`src/design/mpq_ram.sv`:
```
// Generic single-port-write, single-port-read RAM with registered read.
// No dependencies.
`default_nettype none
module mpq_ram #(
    parameter int Width = 8,
    parameter int Dep   = 16
) (
    input  wire logic                   i_clk,
    input  wire logic                   i_we,
    input  wire logic [$clog2(Dep)-1:0] i_waddr,
    input  wire logic [Width-1:0]       i_wdata,
    input  wire logic [$clog2(Dep)-1:0] i_raddr,
    output logic      [Width-1:0]       o_rdata
);
    logic [Width-1:0] r_mem [Dep];
    always_ff @(posedge i_clk) begin
        if (i_we) begin
            r_mem[i_waddr] <= i_wdata;
        end
        o_rdata <= r_mem[i_raddr];
    end
endmodule
`default_nettype wire
```
`config.mk`:
```
export PLATFORM = sky130hd
export DESIGN_NAME = mpq_ram
export DESIGN_NICKNAME = d
export VERILOG_FILES = /design/src/design/mpq_ram.sv
export SDC_FILE = /design/constraint.sdc
export NUM_CORES = 1
export LEC_CHECK = 0
export BUFFER_PORTS_ARGS = -buffer_cell sky130_fd_sc_hd__buf_2
export CAP_MARGIN = 5
export CORE_MARGIN = 8
export CORE_UTILIZATION = 55
export CTS_BUF_LIST = sky130_fd_sc_hd__clkbuf_2
export DETAILED_ROUTE_END_ITERATION = 10
export GPL_TIMING_DRIVEN = 0
export PLACE_DENSITY = 0.77
export SLEW_MARGIN = 5
export SYNTH_ARGS = -nofsm -noshare
export SYNTH_HDL_FRONTEND = slang
export SYNTH_SLANG_ARGS = --single-unit
```
`constraint.sdc`:
```
create_clock -name i_clk -period 2.22 [get_ports i_clk]
set_input_delay 0.333 -clock i_clk [delete_from_list [all_inputs] [get_ports i_clk]]
set_output_delay 0.333 -clock i_clk [all_outputs]
set_load 0.03 [all_outputs]
```
### Word level (Yosys, flattened, before mapping)

Memories as Yosys holds them, arrays and structs flattened. A register that Yosys moved wholly into a read port is not among the register bits.
Index checks and enable logic that the tools add are counted.

| cells by class | value |
|---|---|
| mux-type cells | 2 |

Operators with widths:

| cell | number |
|---|---|
| $mux 1 | 2 |

| storage, ports and cells | value |
|---|---|
| memories | 1 |
| input port bits | 18 |
| bits in registers | 0 |
| bits in writable memories | 128 |
| output and inout bits | 8 |
| word-level logic and storage cells | 3 |

Memories:

| memory | words | width | read ports | clocked after Yosys merged registers in | write ports | RTL line | source |
|---|---|---|---|---|---|---|---|
| r_mem | 16 | 8 | 1 | 1 | 1 | 15 | `logic [Width-1:0] r_mem [Dep];` |

### Depth between registers and ports, before layout

| logic depth | value |
|---|---|
| depth in word-level cells | 2 |
| mapped depth | 5 |
| mapped depth without buffers | 3 |

### Least setup slack after synthesis

No wires, ideal clock.

| timing | value |
|---|---|
| kind | input to register |
| from | in i_waddr[2] |
| to | mem r_mem[0][0], enable pin |
| path slack | 0.394 ns |
| stages on the path | 2 |
| path buffers | 0 |
| setup time | 0.383 ns |
| required time | 1.837 ns |
| data arrival time | 1.443 ns |
| cell sequence | or3b_2 > nor3_1 |

RTL lines:

| what | RTL line | source |
|---|---|---|
| from (decl) | 10 | `input wire logic [$clog2(Dep)-1:0] i_waddr,` |
| to (decl) | 15 |  |

No word-level cell before the write port.

### Final worst setup path

| timing | value |
|---|---|
| from | reg o_rdata[3] (read register of r_mem) |
| to | out o_rdata[3] |

RTL lines:

| what | RTL line | source |
|---|---|---|
| from (decl) | 13 | `output logic [Width-1:0] o_rdata` |

No word-level cell between the ends.

==> impl_metrics.ini <==
[yosys]
synth_nets = 247
synth_adder_area_share = 0
synth_xor_area_frac = 0
synthCells = 229
synthArstFlopShare = 0
synthMuxAreaShare = 0.150
synth-edff-count = 128
yosysWarnings = 0
synth_compound_area_frac = 0.0233
yosys.area_share.simple = 0.0318
synth.avg_cell_area_um2 = 22.5
synth_top_family_by_area = multiplexers
netlist_area_mm2 = 0.00515
synth_cell_type_count = 19
synth_ff_type = edfxtp_1
yosysSeqAreaShare = 0.778
ys_seq_elements = 136

[power]
power.leakage_uw = 0.00190
p_per_area_mw_per_mm2 = 830
vdd_ir_drop_max_v = 0.000483
design_power_total_uw = 4740

[clock_network]
clk_latency_ns = 0.64
cts.sinks = 136
holdBufCountCts = 0
cts_tree = done
cts_root_buf = clkbuf_2
cts-htree-levels = 4
clk_pin_slew_ns = 0.19
postCtsSetupRepairBufs = 0
cts_buffers = 17
cts_resized = 0
clock_path_buffers = 2

[floorplanning]
fp.coreArea_mm2 = 0.00915
start_util = 0.562
row_count = 35
die_w_um = 113
ioPinCount = 26
die_h_um = 113
dieArea_mm2 = 0.0127

[critical_path]
worst_ep_required_time_ns = 1.89
crit_slowest_cell = dfxtp_1
cp_slowest_stage_delay_ns = 0.35
critPathMaxFanout = 1
path_delay_family = flip-flops
end_kind = output port
critical_path_class = reg -> out
path_buf_inv = 1
critPathArrivalTime_ns = 1.17
worstSetupStartpointType = register
cp_cell_sequence = buf_2

[grt]
track_usage = 0.153
grt_pass1_vias = 2447
grt_max_degree = 17
antenna_found_initial = 1
grt_overflow_total = 0
grt_pass1_wl_um = 13900

[detailed_routing]
num_vias = 2381
drc = 0
drtIter0Drc = 192
vias_per_cell = 5.97
drtAntennaViolNets = 0
wirelength_um = 9150
first_pass_iters = 4
post_drt_wl_per_cell_um = 22.9

[sta]
setup_viol = 0
slew_viol_final = 0
hold_slack_ns = 0.0642
tightest_slew_ns = 1.24
rsz0062_at_grt = false
final-hold-violation-count = 0
skew_ns = 0.0231
fin_crit_sh = 0.679
relSlewSlack = 0.168
min_period_ns = 1.51
fmax_mhz = 663

[place]
port_buffers = 24
placed_area_mm2 = 0.00541
hpwl_um = 5890
place.gp.congestion = 0.733

[final_layout]
fin_nets = 292
stdcell_area_mm2 = 0.00570
final_common_cell = edfxtp_1
area_growth_pct = 10.8
fillCellCount = 613
drive_gt1_frac = 0.282
most-common-layout-cells = edfxtp_1 (128), buf_2 (27), mux4_2 (18), clkbuf_2 (17), a22oi_1 (16)

[worst_hold_path]
hold_path.class = in -> reg

[run_status]
outcome = finished, final reports clean

[run]
cap_violations = 0
==> state kept, by name (all words and copies together), names as in the netlist <==
| name | cells |
|---|---|
| o_rdata | 8 |
| r_mem | 128 |
==> routing by layer <==
layer / global-route usage / share of wire / wire length [um] / up-vias
li1: - / - / - / 1067
met1: 0.197 / 0.40 / 3680 / 1219
met2: 0.241 / 0.51 / 4660 / 90
met3: 0.0426 / 0.079 / 726 / 5
met4: 0.0674 / 0.0093 / 85 / 0
met5: 0 / 0 / 0 / -
==> path summary, 6_finish.rpt <==
check	depth (start not counted)	to	from	slack, ns
min	1	r_mem[2][5]	i_wdata[5]	0.06
max reg2reg	3	o_rdata[0]	r_mem[8][0]	0.84
max	1	o_rdata[3]	o_rdata[3]	0.71
min reg2reg	3	o_rdata[4]	r_mem[8][4]	0.69
==> layout make-up <==
type                       instances  area (um2)  area share
sequential                       136        4000       0.702
clock buffer                      17        85.1      0.0149
timing repair buffer              26         140      0.0246
clock inverter                    15         184      0.0323
antenna                            1        2.50    0.000439
buffer                            10        86.3      0.0151
tap                              111         139      0.0244
multi-input combinational         83        1060       0.186
==> metrics by stage <==
stage / setup slack, ns / instances / setup TNS (ns) / util
after global routing: 0.607 / 399 / 0 / 0.623
final: 0.712 / 399 / 0 / 0.623
after floorplan: 0.394 / 229 / 0 / -
after detailed placement: -0.279 / 364 / -2.23 / 0.591
after global placement: -0.154 / 364 / -1.23 / 0.591
after CTS: 0.447 / 396 / 0 / 0.620
==> cells in the mapped netlist, drive strengths merged (2+ instances only) <==
library cell	n	area [um2]
nand2	9	33.8
edfxtp	128	3840
nor3	4	20.0
a22oi	16	120
nand3b	2	15.0
dfxtp	8	160
mux4	32	773
nand2b	2	12.5
nor2	13	48.8
clkdlybuf4s25	3	30.0
buf	7	56.3
==> power by group <==
| group | internal, uW | switching, uW | leakage (uW) |
|---|---|---|---|
| registers | 2870 | 12.6 | 0.00122 |
| logic | 116 | 185 | 0.000524 |
| clock network | 721 | 834 | 0.000148 |
==> logic make-up after synthesis <==
logic type / count (synthesis)
AOI/OAI and AO/OA: 16
buffers and inverters: 10
DFF: 136
muxes: 32
and+or+nand+nor: 35
Note: power is estimated with default switching activity, not from simulation.
